$ cat src/rtl/gsp_pkg.sv
// Shared types and constants for the gripper stepper position driver.
// No dependencies; imported by the result and cfg interfaces, the top level and its checker.
package gsp_pkg;

  // Item kinds carried on the input channel
  typedef enum logic [1:0] {
    FUNC_TICK    = 2'd0,
    FUNC_OPEN    = 2'd1,
    FUNC_CLOSE   = 2'd2,
    FUNC_RELEASE = 2'd3
  } func_t;

  // Configuration register indexes
  typedef enum logic [1:0] {
    REG_TICK_INTERVAL = 2'd0,
    REG_OPEN_STEPS    = 2'd1,
    REG_CLOSE_STEPS   = 2'd2,
    REG_RELEASE_STEPS = 2'd3
  } reg_idx_t;

  typedef logic [3:0] coils_t;

  // Reset values of the configuration registers
  localparam logic        [7:0]  TICK_INTERVAL_RST = 8'd2;
  localparam logic signed [15:0] OPEN_STEPS_RST    = -16'sd900;
  localparam logic signed [15:0] CLOSE_STEPS_RST   = 16'sd1400;
  localparam logic signed [15:0] RELEASE_STEPS_RST = 16'sd100;

  // All coils released
  localparam coils_t COILS_OFF = 4'b0000;

  // Full-step two-phase pattern for each phase, first coil in bit 3
  function automatic coils_t phase_coils(input logic [1:0] phase);
    coils_t pattern;
    case (phase)
      2'd0:    pattern = 4'b0011;
      2'd1:    pattern = 4'b0110;
      2'd2:    pattern = 4'b1100;
      2'd3:    pattern = 4'b1001;
      default: pattern = COILS_OFF;
    endcase
    return pattern;
  endfunction

endpackage

$ cat src/rtl/gsp_item_if.sv
// Input channel of the gripper stepper driver: tick or command items.
// No dependencies.
interface gsp_item_if;
  logic        valid;
  logic        ready;
  logic [1:0]  func;
  logic [31:0] now_ms;

  modport source (output valid, output func, output now_ms, input ready);
  modport sink   (input valid, input func, input now_ms, output ready);
endinterface

$ cat src/rtl/gsp_result_if.sv
// Result channel of the gripper stepper driver: coil drive and position status.
// Depends on gsp_pkg for the coil pattern type.
interface gsp_result_if;
  import gsp_pkg::*;
  logic               valid;
  logic               ready;
  coils_t             coils;
  logic               coils_update;
  logic signed [15:0] position;
  logic               at_target;

  modport source (output valid, output coils, output coils_update, output position,
                  output at_target, input ready);
  modport sink   (input valid, input coils, input coils_update, input position,
                  input at_target, output ready);
endinterface

$ cat src/rtl/gsp_cfg_if.sv
// Configuration write channel of the gripper stepper driver.
// Register index and write data; depends on gsp_pkg for the index type.
interface gsp_cfg_if;
  import gsp_pkg::*;
  logic        valid;
  logic        ready;
  reg_idx_t    index;
  logic [15:0] data;

  modport source (output valid, output index, output data, input ready);
  modport sink   (input valid, input index, input data, output ready);
endinterface

$ cat src/rtl/gripper_stepper_position_driver.sv
// Full-step position controller for a four-coil unipolar gripper stepper.
// Depends on gsp_pkg and the gsp_item_if, gsp_result_if and gsp_cfg_if interfaces.
//
// Usage:
//   item   : valid/ready input. func selects tick (now_ms carries the time) or an
//            open, close or release command.
//   result : valid/ready output, one transfer for every item transfer, in order.
//   cfg    : register writes (tick interval, open/close/release targets); always
//            ready, written at any transfer, meant to change only while idle.
// Result valid rises in the cycle after the item transfer. An item is taken in
// every cycle while the result register is empty or being drained in the same
// cycle, so the sustained rate is one item per clock; the whole step decision
// (time compare, one-step move, phase table) sits between the item transfer and
// the result register.
// When the receiver stalls, the result register holds and item.ready drops
// until that result transfers; no item is lost or dropped.
// Reset (rst, synchronous) empties the result register, zeroes phase, position,
// target and last tick time, marks the gripper closed and loads the register
// defaults (interval 2 ms, open -900, close 1400, release 100 steps).
module gripper_stepper_position_driver #(
  parameter int POSITION_WIDTH = 16
) (
  input  logic         clk,
  input  logic         rst,
  gsp_item_if.sink     item,
  gsp_result_if.source result,
  gsp_cfg_if.sink      cfg
);
  import gsp_pkg::*;

  // Configuration registers
  logic        [7:0]  tick_interval;
  logic signed [15:0] open_steps;
  logic signed [15:0] close_steps;
  logic signed [15:0] release_steps;

  // Controller state
  logic        [1:0]                phase;
  logic signed [POSITION_WIDTH-1:0] moved_steps;
  logic signed [POSITION_WIDTH-1:0] goal_steps;
  logic                             is_closed;
  logic        [31:0]               last_tick_time;

  logic        [1:0]                phase_next;
  logic signed [POSITION_WIDTH-1:0] moved_steps_next;
  logic signed [POSITION_WIDTH-1:0] goal_steps_next;
  logic                             is_closed_next;
  logic        [31:0]               last_tick_time_next;
  coils_t                           coils_next;
  logic                             update_next;

  logic        item_xfer;
  logic [31:0] elapsed;
  logic        tick_acts;
  func_t       func;

  // Take a new item whenever the result register is free this cycle
  assign item.ready = !result.valid || result.ready;
  assign item_xfer  = item.valid && item.ready;
  assign cfg.ready  = 1'b1;
  assign func       = func_t'(item.func);

  // Elapsed time wraps modulo 2^32
  assign elapsed   = item.now_ms - last_tick_time;
  assign tick_acts = elapsed >= {24'd0, tick_interval};

  // Step decision for one item
  always_comb begin
    phase_next          = phase;
    moved_steps_next    = moved_steps;
    goal_steps_next     = goal_steps;
    is_closed_next      = is_closed;
    last_tick_time_next = last_tick_time;
    coils_next          = COILS_OFF;
    update_next         = 1'b0;
    case (func)
      FUNC_TICK: begin
        if (tick_acts) begin
          last_tick_time_next = item.now_ms;
          update_next         = 1'b1;
          if (goal_steps > moved_steps) begin
            moved_steps_next = moved_steps + POSITION_WIDTH'(1);
            coils_next       = phase_coils(phase);
            phase_next       = phase + 2'd1;
          end else if (goal_steps < moved_steps) begin
            moved_steps_next = moved_steps - POSITION_WIDTH'(1);
            coils_next       = phase_coils(phase);
            phase_next       = phase - 2'd1;
          end
        end
      end
      FUNC_OPEN: begin
        if (is_closed) begin
          moved_steps_next = '0;
          goal_steps_next  = POSITION_WIDTH'(open_steps);
          is_closed_next   = 1'b0;
        end
      end
      FUNC_CLOSE: begin
        if (!is_closed) begin
          moved_steps_next = '0;
          goal_steps_next  = POSITION_WIDTH'(close_steps);
          is_closed_next   = 1'b1;
        end
      end
      FUNC_RELEASE: begin
        moved_steps_next = '0;
        goal_steps_next  = POSITION_WIDTH'(release_steps);
      end
      default: begin
        moved_steps_next = moved_steps;
      end
    endcase
  end

  // Advance controller state on each item transfer
  always_ff @(posedge clk) begin
    if (rst) begin
      phase          <= '0;
      moved_steps    <= '0;
      goal_steps     <= '0;
      is_closed      <= 1'b1;
      last_tick_time <= '0;
    end else if (item_xfer) begin
      phase          <= phase_next;
      moved_steps    <= moved_steps_next;
      goal_steps     <= goal_steps_next;
      is_closed      <= is_closed_next;
      last_tick_time <= last_tick_time_next;
    end
  end

  // Load configuration registers
  always_ff @(posedge clk) begin
    if (rst) begin
      tick_interval <= TICK_INTERVAL_RST;
      open_steps    <= OPEN_STEPS_RST;
      close_steps   <= CLOSE_STEPS_RST;
      release_steps <= RELEASE_STEPS_RST;
    end else if (cfg.valid && cfg.ready) begin
      case (cfg.index)
        REG_TICK_INTERVAL: tick_interval <= cfg.data[7:0];
        REG_OPEN_STEPS:    open_steps    <= cfg.data;
        REG_CLOSE_STEPS:   close_steps   <= cfg.data;
        REG_RELEASE_STEPS: release_steps <= cfg.data;
        default:           tick_interval <= tick_interval;
      endcase
    end
  end

  // Result register: hold while stalled, refill on each item transfer
  always_ff @(posedge clk) begin
    if (rst) begin
      result.valid <= 1'b0;
    end else if (item_xfer) begin
      result.valid <= 1'b1;
    end else if (result.ready) begin
      result.valid <= 1'b0;
    end
  end

  always_ff @(posedge clk) begin
    if (item_xfer) begin
      result.coils        <= coils_next;
      result.coils_update <= update_next;
      result.position     <= 16'(moved_steps_next);
      result.at_target    <= moved_steps_next == goal_steps_next;
    end
  end

endmodule

$ cat src/flat_wrapper.sv
// flat-port wrapper written by rule: the top's interface ports become plain ports
module gripper_stepper_position_driver_flat import gsp_pkg::*;
#(
  parameter int POSITION_WIDTH = 16
)
  (clk, rst, item_valid, item_func, item_now_ms, item_ready, result_valid, result_coils, result_coils_update, result_position, result_at_target, result_ready, cfg_valid, cfg_index, cfg_data, cfg_ready);
  gsp_item_if item_i ();
  gsp_result_if result_i ();
  gsp_cfg_if cfg_i ();
  input  logic clk;
  input  logic rst;
  input wire logic [$bits(item_i.valid)-1:0] item_valid;
  input wire logic [$bits(item_i.func)-1:0] item_func;
  input wire logic [$bits(item_i.now_ms)-1:0] item_now_ms;
  output wire logic [$bits(item_i.ready)-1:0] item_ready;
  output wire logic [$bits(result_i.valid)-1:0] result_valid;
  output wire logic [$bits(result_i.coils)-1:0] result_coils;
  output wire logic [$bits(result_i.coils_update)-1:0] result_coils_update;
  output wire logic [$bits(result_i.position)-1:0] result_position;
  output wire logic [$bits(result_i.at_target)-1:0] result_at_target;
  input wire logic [$bits(result_i.ready)-1:0] result_ready;
  input wire logic [$bits(cfg_i.valid)-1:0] cfg_valid;
  input wire logic [$bits(cfg_i.index)-1:0] cfg_index;
  input wire logic [$bits(cfg_i.data)-1:0] cfg_data;
  output wire logic [$bits(cfg_i.ready)-1:0] cfg_ready;
  assign item_i.valid = item_valid;
  assign item_i.func = item_func;
  assign item_i.now_ms = item_now_ms;
  assign item_ready = item_i.ready;
  assign result_valid = result_i.valid;
  assign result_coils = result_i.coils;
  assign result_coils_update = result_i.coils_update;
  assign result_position = result_i.position;
  assign result_at_target = result_i.at_target;
  assign result_i.ready = result_ready;
  assign cfg_i.valid = cfg_valid;
  assign cfg_i.index = cfg_index;
  assign cfg_i.data = cfg_data;
  assign cfg_ready = cfg_i.ready;
  gripper_stepper_position_driver #(.POSITION_WIDTH(POSITION_WIDTH)) u_core (.clk(clk), .rst(rst), .item(item_i), .result(result_i), .cfg(cfg_i));
endmodule
$ cat config.mk
export PLATFORM = sky130hd
export DESIGN_NAME = gripper_stepper_position_driver_flat
export DESIGN_NICKNAME = d
export VERILOG_FILES = /design/src/rtl/gsp_pkg.sv /design/src/rtl/gsp_item_if.sv /design/src/rtl/gsp_result_if.sv /design/src/rtl/gsp_cfg_if.sv /design/src/rtl/gripper_stepper_position_driver.sv /design/src/flat_wrapper.sv
export SDC_FILE = /design/constraint.sdc
export NUM_CORES = 1
export LEC_CHECK = 0
export ABC_AREA = 1
export BUFFER_PORTS_ARGS = -buffer_cell sky130_fd_sc_hd__clkbuf_2
export CAP_MARGIN = 30
export CORE_MARGIN = 4
export CORE_UTILIZATION = 40
export DETAILED_ROUTE_END_ITERATION = 12
export SLEW_MARGIN = 20
export SYNTH_ARGS = -nofsm -noshare
export SYNTH_HDL_FRONTEND = slang
export SYNTH_SLANG_ARGS = --single-unit
$ cat constraint.sdc
create_clock -name clk -period 4.1 [get_ports clk]
set_input_delay 0.82 -clock clk [delete_from_list [all_inputs] [get_ports clk]]
set_output_delay 0.82 -clock clk [all_outputs]
set_load 0.02 [all_outputs]
# --- Yosys cells after proc, flatten, opt, wreduce, memory -nomap -nowiden ---
# Index checks and enable logic that the tools add are counted.
op_classes:
  n_addsub: 5
  n_mul: 0
  div: 0
  magnitude_cmp: 3
  n_eq_ne: 10
  shifts: 0
  mux: 18
  n_bitwise: 0
  n_reduce_logical: 17
ops:
  columns: ["op", "count"]
  rows:
  - ["two-way mux 16 bit", 7]
  - ["case mux 16 bit (4 select lines)", 1]
  - ["case mux 16 bit (3 select lines)", 1]
  - [">= comparator 32 x 8 -> 1 bit", 1]
  - ["subtractor 32 bit", 1]
  - ["adder 16 x 2 -> 16 bit (second input constant)", 1]
  - ["== test 16 bit", 1]
  - ["greater-than comparator 16 bit", 1]
  - ["less-than comparator 16 bit", 1]
  - ["case mux 4 bit (4 select lines)", 1]
  - ["subtractor 16 x 2 -> 16 bit (second input constant)", 1]
  - ["== test 2 bit (second input constant)", 6]
  - ["AND reduction 2 bit", 6]
  - ["two-way mux 4 bit", 2]
  - ["== test 2 x 1 -> 1 bit (second input constant)", 3]
  - ["zero test 2 bit", 3]
  - ["nonzero test 2 bit", 3]
  - ["two-way mux 2 bit", 2]
  - ["AND reduction 4 bit", 1]
  - ["two-way mux 1 bit", 3]
  - ["AND reduction 3 bit", 1]
  - ["adder 2 x 1 -> 2 bit (second input constant)", 1]
  - ["case mux 1 bit (2 select lines)", 1]
  - ["subtractor 2 x 1 -> 2 bit (second input constant)", 1]
  - ["3 further kinds", 3]
totals:
  reg_bits: 146
  latchBits: 0
  ramBits: 0
  mem_bits_ro: 0
  inputBits: 57
  out_inout_bits: 25
  wordCells: 67
  mem_count: 0

# --- Longest topological paths before layout ---
# Gate-level depths: netlist of the first run.
logic_depth:
  depth_word: 6
  ltp_mapped: 31
  ltp_nobuf: 30

# --- Least setup slack after synthesis of the first run ---
# Ideal clock, no wire load.
synth_path:
  path_type: "input to register"
  startpoint: "in item_now_ms[0]"
  endpoint: "reg u_core.result.at_target, data pin"
  setup_time_ns: 0.251
  t_arrival_ns: 3.650
  required_ns: 3.849
  slack_ns: 0.199
  stages: 28
  n_path_buf: 2
  cell_sequence: "inv_1 > ha_1 > fa_1 > inv_1 > nand2_1 > a21oi_1 > xor2_1 > ha_1 > nand2_1 > nor2_1 > a21oi_1 > nand3_1 > nor2_1 > nand3_1 > nor2_1 > nand2_1 > nor2_2 > nand3_2 > buf_6 > buf_6 > nand3_1 > nand2_1 > nand2_2 > nand2_1 > nand2_1 > nor2_1 > nand3_1 > nor2_1"
synth_between:
  elab_chain_len: 5
synth_lines:
  columns: ["item", "line", "source"]
  rows:
  - ["start: declaration", "flat_wrapper.sv:14", "input wire logic [$bits(item_i.now_ms)-1:0] item_now_ms;"]
  - ["subtractor 32 bit", "gripper_stepper_position_driver.sv:64", "assign elapsed = item.now_ms - last_tick_time;"]
  - [">= comparator 32 x 8 -> 1 bit", "gripper_stepper_position_driver.sv:65", "assign tick_acts = elapsed >= {24'd0, tick_interval};"]
  - ["two-way mux 16 bit", "gripper_stepper_position_driver.sv:78", "if (tick_acts) begin"]
  - ["case mux 16 bit (4 select lines)", "gripper_stepper_position_driver.sv:76", "case (func)"]
  - ["net u_core.moved_steps_next[11]", "gripper_stepper_position_driver.sv:45", "logic signed [POSITION_WIDTH-1:0] moved_steps_next;"]
  - ["== test 16 bit", "gripper_stepper_position_driver.sv:167", "result.at_target <= moved_steps_next == goal_steps_next;"]
  - ["end signal: assignment", "gripper_stepper_position_driver.sv:167", null]
  - ["end: declaration", "gsp_result_if.sv:13", "output at_target, input ready);"]
# The timed path passes the listed nets, and every way through them passes these cells.
# A chain may end at the register's enable or synchronous reset.

# --- Worst setup path in the final report of the first run ---
layout_path:
  startpoint: "in item_now_ms[5]"
  endpoint: "reg u_core.result.at_target, data pin"
# The elaborated chain is that of the path after synthesis.

==> flow_summary.toml, run 1 <==
[run_status]
status = "finished clean"

[run]
maxCapViolCount = 0

[sta]
max-slew-margin-rel = 0.365
finalCritPeriodShare = 0.938
finalHoldViolCount = 0
finalSetupViolCount = 0
tightest_slew_ps = 952
skew_ps = 13.0
drv_slew = 0
min_period_ps = 3850
rsz0062_at_grt = "true"
timing.fmax_ghz = 0.260

[placement]
port_buffers = 80
dpl.hpwl_um = 22400
place_inst = 2099
postPlaceCellArea_um2 = 11500
place_congestion = 0.913

[die]
core.rowCount = 58
die_h_um = 169
io_pins = 82
fp.coreArea_um2 = 25400
initial_core_util = 0.410
dieArea_um2 = 28700
die_w_um = 169

[synthesis]
synth-edff-count = 22
synth_compound_area_frac = 0.157
synth_most_common_cell = "nand2_1"
synthSimpleGateAreaFrac = 0.332
synth_flop_cell = "dfxtp_1"
synth_cells = 1685
yosys.area_share.adder = 0.0812
seq_area_frac_synth = 0.302
syn_area_um2 = 10400
synth_commonest_cells = "nand2_1, inv_1, nor2_1, o21ai_0, a21oi_1"
netlist.area_leader.share = 0.238
muxShareOfSynthArea = 0.000961
synth_largest_area_cell = "dfxtp_1"
synth_xor_xnor_area_share = 0.00673
yosys_warnings = 0
synth_top_family_by_area = "simple AND/OR/NAND/NOR gates"
synth-seq-cells = 146
synth_nets = 1809
async_flop_share = 0
synth_cell_type_count = 38
syn_area_per_cell_um2 = 6.18
yosys-top-cells-area = "dfxtp_1, nand2_1, inv_1"

[worst_setup_path]
path_common_cell = "nand2_1"
start_kind = "input pin"
crit_required_ps = 4310
reg2reg_from = "u_core.last_tick_time[0]$_SDFFE_PP0P_"
slowest_delay_ps = 310
r2r_cells = 28
crit_slowest_cell = "ha_1"
cp_max_fo = 7
cp.arrival_ps = 4050
critical_path_class = "input pin to flop"
r2r_setup_slack_ps = 370
worstSetupEndpointType = "flop"
r2r-end = "u_core.result.at_target$_DFFE_PP_"

[power]
p_sw_frac = 0.380
ir_drop_mv = 0.193
p_clk_frac = 0.353
p_leak_nw = 6.34
power.total_mw = 4.70
power_frac_seq = 0.345
p_switching_mw = 1.79
internal-power_mw = 2.91
p_per_area_nw_per_um2 = 378
comb_power_share = 0.303

[detailed_routing]
wire_per_inst_um = 14.2
dr.pass1.iters = 5
route.detailed.drc = 0
dr_wl_met3_um = 1650
drt-met1-wl_um = 15600
route.vias.total = 10800
ant_nets = 0
drt_iter0_drc = 854
highest_layer = "met4"
vias_per_cell = 5.06
met2_wirelength_um = 12800
drt-total-wl_um = 30400

[global_routing]
grt_pass1_wl_um = 49500
antenna_found_initial = 0
overflow = 0
grt_max_degree = 45
first_global_vias = 9820
grt_usage = 0.208

[cells_and_area]
fin_nets = 1921
final_area_um2 = 12400
n_fill_cell = 2692
drive_gt1_frac = 0.139
seqCellArea_um2 = 3140
num_antenna_cells = 0
area_growth_pct = 19.2
multi_input_area_um2 = 6200
fin_cells = 2140

[clock_network]
ctsHtreeMaxLevel = 4
cts_buffers = 17
clk_latency_ps = 440
clkTransAtPathRegs_ps = 80
cts_max_path_buffers = 2
root_buffer = "clkbuf_16"
clock_sinks = 146
cts_tree = "done"

[min_path]
whs_path_depth = 2
min_to = "u_core.open_steps[10]$_SDFFE_PP1P_"
hold_path_class = "flop to flop"
hp-start = "u_core.open_steps[10]$_SDFFE_PP1P_"
==> layout by cell type, fill, tap and decap left out, drive strengths merged <==
master	n
o221ai	16
a21oi	126
nand2	446
nor3	25
fa	1
clkbuf	98
nor2	196
xnor2	2
conb	1
clkinv	9
nand3	128
and3	1
ha	66
o21bai	4
nand4	24
edfxtp	22
o211ai	2
o21a	2
buf	70
o21ai	159
nor4	1
xor2	6
mux2i	1
nand3b	5
and2	1
inv	273
or2	1
dfxtp	124
==> worst max-delay path, delay by kind of cell <==
kind / cells / cell delay, ps
XOR/XNOR: 1 / 150
AO/OA/AOI/OAI: 3 / 380
AND/OR/NAND/NOR: 20 / 1630
adder cells (fa/ha/maj): 2 / 620
buffers and inverters: 5 / 450
==> state kept, by name, indices dropped and copies added, names as in the netlist, 4 cells and up <==
name and count:
u_core.result.position 16, u_core.release_steps 16, u_core.tick_interval 8, u_core.moved_steps 16, u_core.open_steps 16, u_core.close_steps 16
u_core.last_tick_time 32, u_core.goal_steps 16, u_core.result.coils 4
==> metrics by stage <==
| stage | TNS (ps) | utilization | hold WS, ps | setup WS [ps] |
|---|---|---|---|---|
| finish | 0 | 0.489 | 454 | 252 |
| global route | -19.3 | 0.489 | 479 | -19.3 |
| CTS | 0 | 0.477 | 458 | 166 |
| detailed placement | -6620 | 0.452 | 437 | -263 |
| global placement | -3150 | 0.452 | 433 | -204 |
| floorplan | 0 | - | 424 | 199 |
==> routing by layer <==
metal | global-route usage | vias up
met2 | 0.316 | 278
met5 | 0 | -
li1 | - | 5650
met1 | 0.315 | 4878
met4 | 0.0532 | 0
met3 | 0.0247 | 28
==> kinds of logic after synthesis <==
family / after synthesis
other cells: 1
compound gates: 309
xor+xnor: 8
simple gates: 828
buf+inv: 325
flops: 146
fa+ha+maj: 67
mux: 1
==> layout make-up <==
class                           count  area share
Clock buffer                       17      0.0343
Clock inverter                     15      0.0164
Inverter                          267      0.0809
Multi-Input combinational cell   1214       0.500
Sequential cell                   146       0.253
Tap cell                          330      0.0333
Timing Repair Buffer              151      0.0821
==> power by group through the flow <==
stage          clock network (mW)  logic [mW]  registers (mW)
2_1_floorplan                   0       0.918            1.66
3_3_place_gp                    0        1.33            1.65
3_5_place_dp                    0        1.35            1.65
4_1_cts                      1.68        1.36            1.62
5_1_grt                      1.75        1.62            1.63
6_report                     1.66        1.42            1.62
==> worst max path at each step <==
stage                               from                                 to  slack [ps]  cells after the start
after floorplan           item_now_ms[0]  u_core.result.at_target$_DFFE_PP_         200                     28
after global placement    item_now_ms[0]  u_core.result.at_target$_DFFE_PP_        -200                     29
after detailed placement  item_now_ms[0]  u_core.result.at_target$_DFFE_PP_        -260                     29
after CTS                 item_now_ms[0]  u_core.result.at_target$_DFFE_PP_         170                     29
after global routing      item_now_ms[5]  u_core.result.at_target$_DFFE_PP_         -20                     30
final                     item_now_ms[5]  u_core.result.at_target$_DFFE_PP_         250                     31
==> repair_timing <==
| item | in CTS | in global routing |
|---|---|---|
| buffers inserted | 0 | 6 |
| hold buffers | 0 | 0 |
| setup endpoints to repair | 0 | 43 |
| gates resized for setup | 0 | 48 |
No activity file was read; power rests on OpenSTA's default activity.
==> run 2, diff against run 1 <==
Clock period 4.1 ns to 4.7 ns, I/O delays scaled along.
==> flow_summary.toml, run 2 (same netlist as run 1, synthesis figures left out) <==
[run_status]
status = "finished clean"

[clock_network]
ctsResizeCount = 0
clock_sinks = 146
root_buffer = "clkbuf_16"
cts_setup_buffers = 0
cts_max_path_buffers = 2
postCtsHoldBufs = 0
cts_tree = "done"
clkTransAtPathRegs_ps = 80
cts_buffers = 17
clk_latency_ps = 440
ctsHtreeMaxLevel = 4

[worst_setup_path]
slowest_delay_ps = 410
cp.arrival_ps = 4440
r2r_setup_slack_ps = 830
worstSetupEndpointType = "flop"
crit_slowest_cell = "fa_1"
r2r-end = "u_core.result.at_target$_DFFE_PP_"
critical_path_class = "input pin to flop"
start_kind = "input pin"
reg2reg_from = "u_core.last_tick_time[2]$_SDFFE_PP0P_"
r2r_cells = 30
cp_max_fo = 30
path_common_cell = "nand2_1"
crit_required_ps = 5000

[detailed_routing]
ant_nets = 0
vias_per_cell = 5.09
drt-total-wl_um = 30100
dr.pass1.iters = 6
drt_iter0_drc = 904
wire_per_inst_um = 14.4
route.vias.total = 10600
route.detailed.drc = 0

[sta]
drv_slew = 0
finalHoldViolCount = 0
timing.fmax_ghz = 0.242
tightest_slew_ps = 845
tns_ps = 0
min_period_ps = 4140
rsz0062_at_grt = "false"
finalSetupViolCount = 0
fin_ws_ps = 564
finalCritPeriodShare = 0.880
skew_ps = 16.0
max-slew-margin-rel = 0.436

[global_routing]
antenna_found_initial = 0
overflow = 0
first_global_vias = 9866
grt_max_degree = 55
grt_pass1_wl_um = 50000
grt_usage = 0.211

[die]
fp.coreArea_um2 = 25400
die_h_um = 169
core.rowCount = 58
io_pins = 82
initial_core_util = 0.410
dieArea_um2 = 28700
die_w_um = 169

[power]
ir_drop_mv = 0.223
p_per_area_nw_per_um2 = 338
p_leak_nw = 6.03
power.total_mw = 3.98

[placement]
dpl.hpwl_um = 22600
dp_slack_ps = 138
postPlaceCellArea_um2 = 11100
place_congestion = 0.894
port_buffers = 80
place_inst = 2052

[cells_and_area]
layout_common_cells = "nand2_1, inv_1, nor2_1"
top_register = "u_core.last_tick_time"
fin_nets = 1866
drive_gt1_frac = 0.0906
area_growth_pct = 13.0
num_antenna_cells = 0
final_common_cell = "nand2_1"
n_fill_cell = 2716
fin_cells = 2085
largest_reg_flops = 32
final_area_um2 = 11800

[min_path]
hold_path_class = "flop to flop"
min_to = "u_core.last_tick_time[2]$_SDFFE_PP0P_"
hp-start = "u_core.last_tick_time[2]$_SDFFE_PP0P_"
whs_path_depth = 2

[run]
maxCapViolCount = 0
run 2: cell count changes in the layout (fill, tap and decap cells not counted), moves of 4 or more:
| cell | before | now |
|---|---|---|
| buf_4 | 65 | 12 |
| ha_1 | 62 | 66 |
| ha_4 | 4 | 0 |
| nand2_1 | 426 | 438 |
| nand2_2 | 18 | 8 |
| nand3_1 | 119 | 124 |
| nor2_1 | 181 | 189 |
| nor2_2 | 13 | 7 |
run 2: worst max-delay path: cells and delay by family:
family          cells  cell delay, ps
compound gates      2             420
xor+xnor            1             170
fa+ha+maj           3             860
buf+inv             4             440
simple gates       19            1590
run 2: per-layer routing:
layer  share of wire  wire length (um)  up-vias  track usage
li1                -                 -     5528            -
met1            0.52             15600     4811        0.321
met2            0.42             12600      257        0.320
met3           0.053              1600       26       0.0294
met4           0.010               308        0       0.0403
met5               0                 0        -            0
run 2: cell type report:
cell class,count,area (um2),share of cell area
clock inverters,15,201,0.0171
flip-flops and latches,146,3140,0.267
inverters,267,1000,0.0851
multi-input cells,1214,6020,0.512
well taps,330,413,0.0351
repair buffers,96,566,0.0480
clock buffers,17,425,0.0361
run 2: worst max-delay path by stage:
stage	slack, ps	start	to
2_1_floorplan	680	item_now_ms[0]	u_core.result.at_target$_DFFE_PP_
3_3_place_gp	220	item_now_ms[0]	u_core.result.at_target$_DFFE_PP_
3_5_place_dp	140	item_now_ms[0]	u_core.result.at_target$_DFFE_PP_
4_1_cts	580	item_now_ms[0]	u_core.result.at_target$_DFFE_PP_
5_1_grt	60	item_now_ms[2]	u_core.result.at_target$_DFFE_PP_
6_report	560	item_now_ms[0]	u_core.result.at_target$_DFFE_PP_
run 2: stage by stage:
stage	util	hold WS, ps
4_1_cts	0.463	458
3_3_place_gp	0.438	433
6_report	0.463	455
2_1_floorplan	-	424
5_1_grt	0.463	474
3_5_place_dp	0.438	440
run 2: power by group:
part | internal (mW) | leakage, nW | total [mW] | switching, mW
clock network | 0.735 | 0.303 | 1.43 | 0.693
logic | 0.373 | 4.49 | 1.13 | 0.761
registers | 1.36 | 1.24 | 1.41 | 0.0561
total | 2.47 | 6.03 | 3.98 | 1.51
